`config.mk`:
```
export PLATFORM = sky130hd
export DESIGN_NAME = npm_ctrl
export DESIGN_NICKNAME = d
export VERILOG_FILES = /design/src/hw/rtl/npm_pkg.sv /design/src/hw/rtl/npm_ctrl.sv
export SDC_FILE = /design/constraint.sdc
export NUM_CORES = 1
export LEC_CHECK = 0
export ABC_AREA = 1
export ABC_CLOCK_PERIOD_IN_PS = 2530
export BUFFER_PORTS_ARGS = -buffer_cell sky130_fd_sc_hd__buf_2
export CORE_AREA = 4 4 41 43
export DETAILED_ROUTE_END_ITERATION = 8
export DIE_AREA = 0 0 45 47
export PLACE_DENSITY = 0.73
export SYNTH_ARGS = -nofsm -noshare
export SYNTH_HDL_FRONTEND = slang
export SYNTH_SLANG_ARGS = --single-unit
```
`constraint.sdc`:
```
create_clock -name clk -period 2.53 [get_ports clk]
set_input_delay 0.506 -clock clk [delete_from_list [all_inputs] [get_ports clk]]
set_output_delay 0.506 -clock clk [all_outputs]
set_load 0.02 [all_outputs]
```
`src/hw/rtl/npm_pkg.sv`:
```
// Shared types and constants for the nearest point match-or-insert block.
package npm_pkg;

  localparam int COORD_IN_W = 16;
  localparam int REQ_W      = 2;
  localparam int STATUS_W   = 3;
  localparam int IDX_OUT_W  = 8;
  localparam int DIST_W     = 17;
  localparam int DSQ_W      = 34;

  localparam logic [REQ_W-1:0] REQ_INSERT = 2'd1;
  localparam logic [REQ_W-1:0] REQ_CLEAR  = 2'd2;

  typedef enum logic [STATUS_W-1:0] {
    RES_MATCHED  = 3'd0,
    RES_INSERTED = 3'd1,
    RES_EMPTY    = 3'd2,
    RES_FULL     = 3'd3,
    RES_CLEARED  = 3'd4
  } res_status_t;

  typedef struct packed {
    logic load;
    logic issue;
    logic decide;
    logic sqrt_start;
    logic out_load;
  } npm_cmd_t;

  typedef struct packed {
    logic in_clear;
    logic table_empty;
    logic scan_last;
    logic pipe_empty;
    logic need_sqrt;
    logic sqrt_busy;
  } npm_sts_t;

endpackage

```
`src/hw/rtl/npm_ctrl.sv`:
```
// Controller state machine sequencing accept, scan, decision, square root and result transfer.
module npm_ctrl (
  input  logic              clk,
  input  logic              rst,
  input  logic              s_tvalid,
  output logic              s_tready,
  output logic              m_tvalid,
  input  logic              m_tready,
  input  npm_pkg::npm_sts_t sts,
  output npm_pkg::npm_cmd_t cmd
);

  typedef enum logic [5:0] {
    S_IDLE   = 6'b000001,
    S_SCAN   = 6'b000010,
    S_DRAIN  = 6'b000100,
    S_DECIDE = 6'b001000,
    S_SQRT   = 6'b010000,
    S_DONE   = 6'b100000
  } state_t;

  state_t state;
  state_t state_next;
  logic   out_free;

  assign out_free = !m_tvalid || m_tready;
  assign s_tready = state == S_IDLE;

  always_comb begin
    cmd        = '0;
    state_next = state;
    unique case (state)
      S_IDLE: begin
        if (s_tvalid) begin
          cmd.load = 1'b1;
          if (sts.in_clear) begin
            state_next = S_DONE;
          end else if (sts.table_empty) begin
            state_next = S_DECIDE;
          end else begin
            state_next = S_SCAN;
          end
        end
      end
      S_SCAN: begin
        cmd.issue = 1'b1;
        if (sts.scan_last) begin
          state_next = S_DRAIN;
        end
      end
      S_DRAIN: begin
        if (sts.pipe_empty) begin
          state_next = S_DECIDE;
        end
      end
      S_DECIDE: begin
        cmd.decide = 1'b1;
        if (sts.need_sqrt) begin
          cmd.sqrt_start = 1'b1;
          state_next     = S_SQRT;
        end else begin
          state_next = S_DONE;
        end
      end
      S_SQRT: begin
        if (!sts.sqrt_busy) begin
          state_next = S_DONE;
        end
      end
      S_DONE: begin
        if (out_free) begin
          cmd.out_load = 1'b1;
          state_next   = S_IDLE;
        end
      end
      default: begin
        state_next = S_IDLE;
      end
    endcase
  end

  always_ff @(posedge clk) begin
    if (rst) begin
      state    <= S_IDLE;
      m_tvalid <= 1'b0;
    end else begin
      state <= state_next;
      if (cmd.out_load) begin
        m_tvalid <= 1'b1;
      end else if (m_tready) begin
        m_tvalid <= 1'b0;
      end
    end
  end

  a_accept_drops_ready: assert property (@(posedge clk) disable iff (rst)
    (s_tvalid && s_tready) |=> !s_tready)
    else $error("Input ready stayed high after an accepted transfer.");

  a_decide_pipe_empty: assert property (@(posedge clk) disable iff (rst)
    (state == S_DECIDE) |-> sts.pipe_empty)
    else $error("Decision taken while distance pipeline still holds entries.");

  a_idle_sqrt_quiet: assert property (@(posedge clk) disable iff (rst)
    (state == S_IDLE) |-> !sts.sqrt_busy)
    else $error("Square root unit busy while the controller is idle.");

  a_valid_from_done: assert property (@(posedge clk) disable iff (rst)
    $rose(m_tvalid) |-> $past(state == S_DONE))
    else $error("Output valid rose without a completed request.");

endmodule

```
# Word level (Yosys, flattened, before mapping)

Cells that the tools add are included.

Flip-flop bits (word level): 7
Input port bits: 10
Output and inout port bits: 7
Logic and storage cells: 35

Equal/unequal tests: 11
Multiplexer cells: 18
Reduce and logical (&&, ||, !) cells: 4

Operator list:

| kind               | number |
|---|---|
| $mux 6             | 7 |
| $pmux 6 s6         | 1 |
| $ne 2x2->1 const B | 5 |
| $mux 1             | 8 |
| $eq 6x1->1 const B | 1 |
| $eq 6x2->1 const B | 1 |
| $eq 6x3->1 const B | 1 |
| $eq 6x4->1 const B | 1 |
| $eq 6x5->1 const B | 1 |
| $eq 6x6->1 const B | 1 |
| $reduce_and 5->1   | 1 |
| $mux 4             | 1 |
| $mux 2             | 1 |
| $reduce_bool 2->1  | 1 |
| $logic_not 1->1    | 1 |
| $logic_or 1x1->1   | 1 |

# Depth between registers and ports, before layout

Gate-level depths: netlist of run 1.

Depth in word-level cells: 5
Gate-level depth with buffers: 8

# Worst setup path before layout of run 1

OpenSTA, ideal clock, no wires.

Path type: register -> output
Start point: reg state[0]
End point: out cmd[1] (netlist bit)
Arrival: 0.983 ns
Path slack: 1.041 ns
Stages on the path, launching flop included: 4
Buffers on the path: 0
Cell sequence: dfxtp_1 -> nor2_2 -> nand3_1 -> nor2_1

RTL lines:

| element                | RTL line       | source |
|---|---|---|
| from (decl)            | npm_ctrl.sv:22 | `state_t state;` |
| from (signal assigned) | npm_ctrl.sv:87 | `state <= state_next;` |
| to (decl)              | npm_ctrl.sv:10 | `output npm_pkg::npm_cmd_t cmd` |

==> results of run 1 <==
[routing by layer]
metal / global-route usage (%) / vias up
li1: - / 301
met1: 16.4 / 244
met2: 22.9 / 14
met3: 2.30 / 2
met4: 8.77 / 0
met5: 0 / -
[metrics by stage]
| stage | total power [mW] | utilization, % | hold WS (ns) | instances | area, um^2 |
|---|---|---|---|---|---|
| detailed placement | 0.497 | 46.1 | 0.518 | 112 | 599 |
| global placement | 0.493 | 46.1 | 0.522 | 112 | 599 |
| global route | 0.662 | 48.1 | 0.495 | 116 | 626 |
| CTS | 0.609 | 48.1 | 0.481 | 116 | 626 |
| finish | 0.607 | 48.1 | 0.483 | 116 | 626 |
| floorplan | 0.419 | - | 0.501 | 81 | 500 |
[layout by cell type, fill, tap and decap left out]
| cell type | netlist | routed |
|---|---|---|
| nand2_1 | 7 | 7 |
| inv_1 | 18 | 18 |
| clkbuf_1 | 0 | 1 |
| nor2_4 | 2 | 2 |
| a21oi_1 | 3 | 3 |
| dfxtp_1 | 7 | 7 |
| nand3_2 | 2 | 2 |
| nand3_1 | 10 | 10 |
| nand4_1 | 6 | 6 |
| nor2_2 | 4 | 4 |
| buf_2 | 0 | 16 |
| o21ai_2 | 1 | 1 |
| and2_4 | 1 | 1 |
| clkbuf_4 | 0 | 3 |
| o31ai_1 | 1 | 1 |
| nor2_1 | 19 | 19 |
[state kept, by name, summed over array words and instances (netlist names)]
signal    flops
m_tvalid      1
state         6
[synthesized netlist by cell type]
| library cell | n | area share (%) |
|---|---|---|
| nand3_2 | 2 | 4.0 |
| dfxtp_1 | 7 | 28 |
| nor2_1 | 19 | 14 |
| nor2_2 | 4 | 5.0 |
| o31ai_1 | 1 | 1.5 |
| nor2_4 | 2 | 4.5 |
| o21ai_2 | 1 | 1.8 |
| nand2_1 | 7 | 5.3 |
| nand4_1 | 6 | 7.5 |
| a21oi_1 | 3 | 3.0 |
| nand3_1 | 10 | 10 |
| inv_1 | 18 | 13 |
| and2_4 | 1 | 1.8 |
[power breakdown]
group          total, mW  leakage [nW]  internal, mW  switching (mW)
sequential         0.168        0.0572         0.137          0.0311
clock              0.108        0.0150        0.0606          0.0477
combinational      0.330         0.280         0.116           0.214
total              0.607         0.352         0.314           0.293
[worst max-delay path, delay by kind of cell (launching register included)]
| family | cells | cell delay, ns |
|---|---|---|
| flops | 1 | 0.33 |
| simple gates | 3 | 0.57 |
| buf+inv | 1 | 0.18 |
[final timing paths]
path / end / from / slack, ns / cells after the start
setup / recovery: cmd[1] / state[0] / 0.68 / 4
hold / removal: state[3] / rst / 0.48 / 2
hold reg to reg: state[1] / state[1] / 0.53 / 2
setup reg to reg: state[2] / state[0] / 1.29 / 6
[cells by family after synthesis]
kind of cell / Yosys count
AO/OA/AOI/OAI: 5
flip-flops: 7
AND/OR/NAND/NOR: 51
buffers and inverters: 18
[cell type report]
class                   count  area, um^2
inverters                  18        67.6
well taps                  15        18.8
flip-flops and latches      7         140
clock buffers               4        26.3
fillers                   150         676
multi-input cells          56         293
repair buffers             16        80.1
==> impl_metrics.tcl, run 1 <==
set metrics [dict create \
    path_max_fanout 7 \
    wl_met2_um 538 \
    grt_first_pass_wirelength_um 2070 \
    leakagePower_nw 0.352 \
    maxSlewViolCount 0 \
    place_hpwl_um 973 \
    highest_layer "met4" \
    finalCriticalPeriod_ns 1.85 \
    viasPerCell 4.84 \
    hold_class "input pin to flop" \
    antenna_cells 0 \
    first_pass_iters 4 \
    max_slew.worst_pin.slew_ns 0.265 \
    yosys.area_share.xor_xnor_pct 0 \
    fmax_ghz 0.542 \
    relSlewSlack_pct 82.3 \
    initial_core_util_pct 38.5 \
    num_vias 561 \
    arrival_ns 1.34 \
    yosysWarnings 0 \
    required_ns 2.02 \
    power_density_nw_per_um2 970 \
    syn2layout_area_growth_pct 25.0 \
    clkTransAtPathRegs_ns 0.06 \
    drt_wl_total_um 1190 \
    die_w_um 45 \
    finalHoldViolations 0 \
    postSynthCellCount 81 \
    critPathLaunchType "flop" \
    cap_violations 0 \
    routedLengthMet1_um 555 \
    final_layout_size_suffix_gt1_share_pct 28.7 \
    clockBufferDepth 2 \
    drc_errors 0 \
    synth_mux_area_share_pct 0 \
    synth_fp_nets 91 \
    max_stage_delay_ns 0.33 \
    cts.sinks 7 \
    dr_wl_met3_um 72 \
    period_share_pct 73.0 \
    synth_compound_area_share_pct 6.25 \
    gp_congestion 0.872 \
    setup_slack_ns 0.684 \
    ctsHoldBuffers 0 \
    dr.first_iter.drc_count 7 \
    cts_tree "done" \
    cts_buffers 3 \
    routedWlPerCell_um 10.3 \
    fp.dieH_um 47 \
    cts_resized 0 \
    postRouteAntennaNets 0 \
    syn-cell-area_um2 500 \
    clock-root-buffer "clkbuf_4" \
    fin_setup_tns_ns 0 \
    grt_pass1_vias 532 \
    dieArea_um2 2120 \
    nets 112 \
    synth_seq_area_share_pct 28.0 \
    grt_overflow 0 \
    crit_path_top_delay_cell "dfxtp_1" \
    ir_drop_mv 0.577 \
    crit_type "flop to primary output" \
    rsz0062_at_grt "false" \
    post_synth_num_cell_types 13 \
    htree_num_levels 1 \
    grt_usage_pct 13.8 \
    setup_violations 0 \
    crit_chain "nor2_2 -> nand3_1 -> nor2_1 -> buf_2" \
    status "completed" \
    fp-row-count 13 \
    synth-simple-area-share_pct 52.3 \
    cts_setup_buffers 0 \
    clk_latency_ns 0.26 \
    synth_adder_area_share_pct 0 \
    ios 17 \
    synth_top_family_by_area "simple AND/OR/NAND/NOR gates" \
    syn_area_per_cell_um2 6.18 \
    fin_skew_ns 0.00177 \
    dpl_worst_slack_ns 0.980 \
    antenna_found_initial 0 \
    io_buffers 16 \
    ys_ff_latch 7 \
    grt_start_max_net_pins 9 \
    crit_path_end_kind "primary output" \
    coreArea_um2 1300 \
]
Power figures use the tool's default switching activity.
==> run 2: changes to the inputs <==
ABC_AREA = 0   (was 1)
ABC_CLOCK_PERIOD_IN_PS = 1640   (was 2530)
PLACE_DENSITY = 0.74   (was 0.73)
clock period = 1.64 ns   (was 2.53 ns; I/O delays follow)
==> run 2 against run 1 <==
Against the previous run:
- largest cell class unchanged
- final area grew 20%
- routed wire length grew 18%
- global-route usage is essentially flat
- area after synthesis shrank 1.7%
- register-to-register slack lost 1.2 ns
- sequential cell count is the same
- combinational power grew 13%
- synthesized cell count shrank 27%
- largest power group unchanged
- power grew 29%
- clock power grew 51%
- first-iteration DRC count shrank 57%
==> impl_metrics.tcl, run 2 <==
set metrics [dict create \
    r2r_setup_slack_ns 0.09 \
    drt_wl_total_um 1400 \
    initial_core_util_pct 37.8 \
    clock-root-buffer "clkbuf_4" \
    period_share_pct 97.9 \
    seqCellArea_um2 158 \
    antenna_cells 0 \
    synth_compound_area_share_pct 27.5 \
    crit_path_end_kind "primary output" \
    path_max_fanout 6 \
    clk_latency_ns 0.26 \
    yosysTopAreaCellShare_pct 28.5 \
    maxSlewViolCount 0 \
    grt_usage_pct 13.8 \
    synth_seq_area_share_pct 28.5 \
    drc_errors 0 \
    rsz0062_at_grt "true" \
    synth.area.top_cells "dfxtp_1 (28%), nor2b_1 (6.4%), nor2_1 (6.1%)" \
    synth-main-ff-cell "dfxtp_1" \
    synth_top_family_by_area "simple AND/OR/NAND/NOR gates" \
    syn2layout_area_growth_pct 52.2 \
    htree_num_levels 1 \
    finalCriticalPeriod_ns 1.61 \
    total_power_mw 0.780 \
    grt_use_met3_pct 5.75 \
    crit_type "flop to primary output" \
    p_seq_share_pct 31.1 \
    grt_overflow 0 \
    use_met1_pct 17.4 \
    multi_input_area_um2 403 \
    hold_class "input pin to flop" \
    cts_buffers 3 \
    clockBufferDepth 2 \
    final_layout_size_suffix_gt1_share_pct 51.2 \
    ios 17 \
    cap_violations 0 \
    largest_register_ffs 6 \
    cts_tree "done" \
    dr.first_iter.drc_count 3 \
    postSynthCellCount 59 \
    synth.largest_area_cell "dfxtp_1" \
    cts.sinks 7 \
    die_w_um 45 \
    fmax_ghz 0.623 \
    routedWlPerCell_um 14.2 \
    setup_slack_ns 0.0346 \
    relSlewSlack_pct 79.5 \
    num_vias 546 \
    grt_start_max_net_pins 10 \
    async_flop_share_pct 0 \
    fp-row-count 13 \
    fp.dieH_um 47 \
    ir_drop_mv 0.624 \
    synth.most_common_cell "nor2_1" \
    syn-cell-area_um2 492 \
    final_cell_mix "buf_2 (12), buf_4 (9), nor2_1 (5)" \
    grt_pass1_vias 472 \
    post_synth_num_cell_types 30 \
    required_ns 1.31 \
    setup_violations 0 \
    clkTransAtPathRegs_ns 0.06 \
    top_regs "state (6), m_tvalid (1)" \
    yosys.area_share.xor_xnor_pct 0 \
    first_pass_iters 4 \
    switchingPower_mw 0.311 \
    use_met2_pct 21.8 \
    synthTopCellsByCount "nor2_1 (8), dfxtp_1 (7), nor2b_1 (5)" \
    viasPerCell 5.52 \
    max_slew.worst_pin.slew_ns 0.302 \
    synth_fp_nets 69 \
    ys_ff_latch 7 \
    p_int_mw 0.469 \
    yosysWarnings 0 \
    status "completed" \
    fin_skew_ns 0.00478 \
    synth_mux_area_share_pct 0 \
    synth_edf_count 0 \
    busiest_layer "met2" \
    io_buffers 16 \
    combPwrFrac_pct 48.0 \
    top_register "state" \
    grt_first_pass_wirelength_um 2050 \
    nets 95 \
    synth_adder_area_share_pct 0 \
    arrival_ns 1.28 \
    finalHoldViolations 0 \
    power_density_nw_per_um2 1040 \
    critPathLaunchType "flop" \
    syn_area_per_cell_um2 8.33 \
    leakagePower_nw 0.303 \
    swShare_pct 39.9 \
    dpl_worst_slack_ns 0.0523 \
    ctsHoldBuffers 0 \
    gp_congestion 0.892 \
    clkPwrFrac_pct 20.9 \
    postRouteAntennaNets 0 \
    final_common_cell "buf_2" \
    synth-simple-area-share_pct 41.0 \
    layout.filler_cells 130 \
    antenna_found_initial 0 \
    place_hpwl_um 956 \
    coreArea_um2 1300 \
    dieArea_um2 2120 \
]
-- run 2: cell families after synthesis --
kind of cell / after synthesis
and+or+nand+nor: 33
AOI/OAI and AO/OA: 15
DFF: 7
buffers and inverters: 4
-- run 2: area by class of cell --
type / instances / share of cell area [%]
well taps: 15 / 2.51
clock buffers: 4 / 3.51
flip-flops and latches: 7 / 21.1
multi-input cells: 48 / 53.8
repair buffers: 21 / 17.1
inverters: 4 / 2.01
-- run 2: power groups by stage --
stage	Sequential [mW]	Combinational, mW	Clock, mW
2_1_floorplan	0.222	0.214	0
3_3_place_gp	0.225	0.285	0
3_5_place_dp	0.226	0.287	0
4_1_cts	0.227	0.323	0.168
5_1_grt	0.248	0.415	0.177
6_report	0.243	0.374	0.163
-- run 2: worst max-delay path, cell delays in order (launching register included) --
cell and delay (ns):
dfxtp_4 0.38, nor4_4 0.32, nand2_1 0.08, nor2_1 0.09, buf_4 0.14
-- run 2: metrics by stage --
step	instance area [um^2]	hold slack, ns	std cells	utilization (%)	TNS [ns]
after global routing	748	0.334	99	57.5	-0.164
after global placement	598	0.568	91	46.0	0
final	748	0.321	99	57.5	0
after detailed placement	598	0.579	91	46.0	0
after floorplan	492	0.397	59	-	0
after CTS	666	0.335	98	51.2	-0.0318
-- run 2: worst paths after layout --
kind         startpoint  endpoint  cells after the start
max reg2reg    state[4]  state[0]                      5
min reg2reg    state[5]  state[5]                      1
min                 rst  state[1]                      2
max            state[4]    cmd[0]                      4
-- run 2: timing repair --
item,4_1_cts,5_1_grt
endpoints found under the setup margin,6,8
gates resized for setup,5,21
pin swaps,2,4
setup buffers,3,1
-- run 2: layer usage --
layer,vias to the layer above,routed length (um)
met1,246,609
met3,6,117
met4,0,36
met2,21,640
met5,-,0
li1,273,-
==> run 3: changes to the inputs <==
ABC_CLOCK_PERIOD_IN_PS = 1700   (was 1640)
PLACE_DENSITY = 0.72   (was 0.74)
TNS_END_PERCENT = 20   (was not set)
clock period = 1.7 ns   (was 1.64 ns; I/O delays follow)
==> run 3 against run 2 <==
Against the previous run:
- core utilization decreased by 2.3 points
- sequential power about the same
- via count decreased by 1.6%
- first-iteration DRC count increased to 2.7 times the previous value
- combinational power decreased by 8.3%
- final area decreased by 4.0%
- critical path type unchanged
- highest routed layer unchanged
==> impl_metrics.tcl, run 3 (synthesis results as in run 2) <==
set metrics [dict create \
    final_common_cell "buf_2" \
    critPathLaunchType "flop" \
    crit_path_end_kind "primary output" \
    reg2reg_to "state[0]" \
    setup_violations 0 \
    largest_register_ffs 6 \
    fmax_ghz 0.589 \
    antenna_cells 0 \
    r2r_start "state[4]" \
    cts_tree "done" \
    clkTransAtPathRegs_ns 0.05 \
    arrival_ns 1.36 \
    hold_class "input pin to flop" \
    cts_buffers 3 \
    max_slew.worst_pin.slew_ns 0.344 \
    cts.sinks 7 \
    grt_first_pass_wirelength_um 2060 \
    cap_violations 0 \
    grt_overflow 0 \
    clk_latency_ns 0.26 \
    dieArea_um2 2120 \
    top_register "state" \
    cp-endpoint "cmd[3]" \
    required_ns 1.36 \
    io_buffers 16 \
    syn2layout_area_growth_pct 46.1 \
    postRouteAntennaNets 0 \
    path_max_fanout 6 \
    min_from "rst" \
    antenna_found_initial 0 \
    place_hpwl_um 954 \
    rsz0062_at_grt "true" \
    place_inst 91 \
    leakagePower_nw 0.291 \
    drt_wl_total_um 1450 \
    worstSetupStartpoint "state[4]" \
    coreArea_um2 1300 \
    die_w_um 45 \
    maxSlewViolCount 0 \
    viasPerCell 5.48 \
    htree_num_levels 1 \
    ir_drop_mv 0.493 \
    fp.dieH_um 47 \
    initial_core_util_pct 37.8 \
    relSlewSlack_pct 77.0 \
    ctsHoldBuffers 0 \
    r2r_setup_slack_ns 0.07 \
    nets 94 \
    final_layout_size_suffix_gt1_share_pct 48.2 \
    setup_slack_ns 0.00308 \
    status "completed" \
    power_density_nw_per_um2 1030 \
    clockBufferDepth 2 \
    gp_congestion 0.873 \
    rr_worst_depth 5 \
    fin_skew_ns 0.00563 \
    period_share_pct 99.8 \
    finalHoldViolations 0 \
    num_vias 537 \
    top_regs "state (6), m_tvalid (1)" \
    dr.first_iter.drc_count 8 \
    first_pass_iters 4 \
    fp-row-count 13 \
    final_cell_mix "buf_2 (13), buf_4 (7), nor2_1 (6)" \
    clock-root-buffer "clkbuf_4" \
    grt_pass1_vias 493 \
    fin_setup_tns_ns 0 \
    ios 17 \
    dpl_worst_slack_ns 0.119 \
    grt_start_max_net_pins 10 \
    grt_usage_pct 15.0 \
    drc_errors 0 \
    crit_type "flop to primary output" \
    fin_hold_ws_ns 0.332 \
    routedWlPerCell_um 14.8 \
    stdcell_count 98 \
    finalCriticalPeriod_ns 1.70 \
]
## run 3: cell count changes in the layout (fill, tap and decap cells not counted), sizes merged
| cell | before | now |
|---|---|---|
| buf | 21 | 20 |
## run 3: stage by stage
step	power [mW]	utilization (%)	instance area [um^2]
floorplan	0.421	-	492
global placement	0.492	46.0	598
detailed placement	0.495	46.0	598
CTS	0.673	49.5	644
global route	0.799	55.2	718
finish	0.743	55.2	718
## run 3: worst min-delay path by stage
stage | depth (start not counted) | endpoint
after floorplan | 1 | state[1]
after global placement | 2 | state[3]
after detailed placement | 1 | state[5]
after CTS | 2 | state[1]
after global routing | 2 | state[1]
final | 2 | state[1]
## run 3: repair_timing
item                                    CTS  global route
endpoints found under the setup margin    4             8
setup buffers                             0             3
gates resized for setup                   4            16
cloned                                    0             0
pin swaps                                 1             2
## run 3: metal layers
layer  wire, um  up-vias  track usage (%)
li1           -      267                -
met1        533      242             13.7
met2        734       22             25.4
met3        119        6             7.28
met4         66        0             12.3
met5          0        -                0
## run 3: area by class of cell
type / count / area [um^2]
clock buffer: 4 / 26.3
fill: 124 / 583
inverter: 4 / 15.0
multi-input combinational: 48 / 389
sequential: 7 / 151
tap: 15 / 18.8
timing repair buffer: 20 / 118
## run 3: power by group
part / switching [mW] / internal, mW / leakage [nW] / total (mW)
Sequential: 0.0534 / 0.191 / 0.0592 / 0.244
Combinational: 0.175 / 0.169 / 0.217 / 0.343
Clock: 0.0654 / 0.0898 / 0.0150 / 0.155
## run 3: critical path: stages, from the launching register on
cell and delay (ns):
dfxtp_1 0.40, nor3_2 0.24, nand2b_1 0.13, nor2_1 0.16, buf_4 0.16
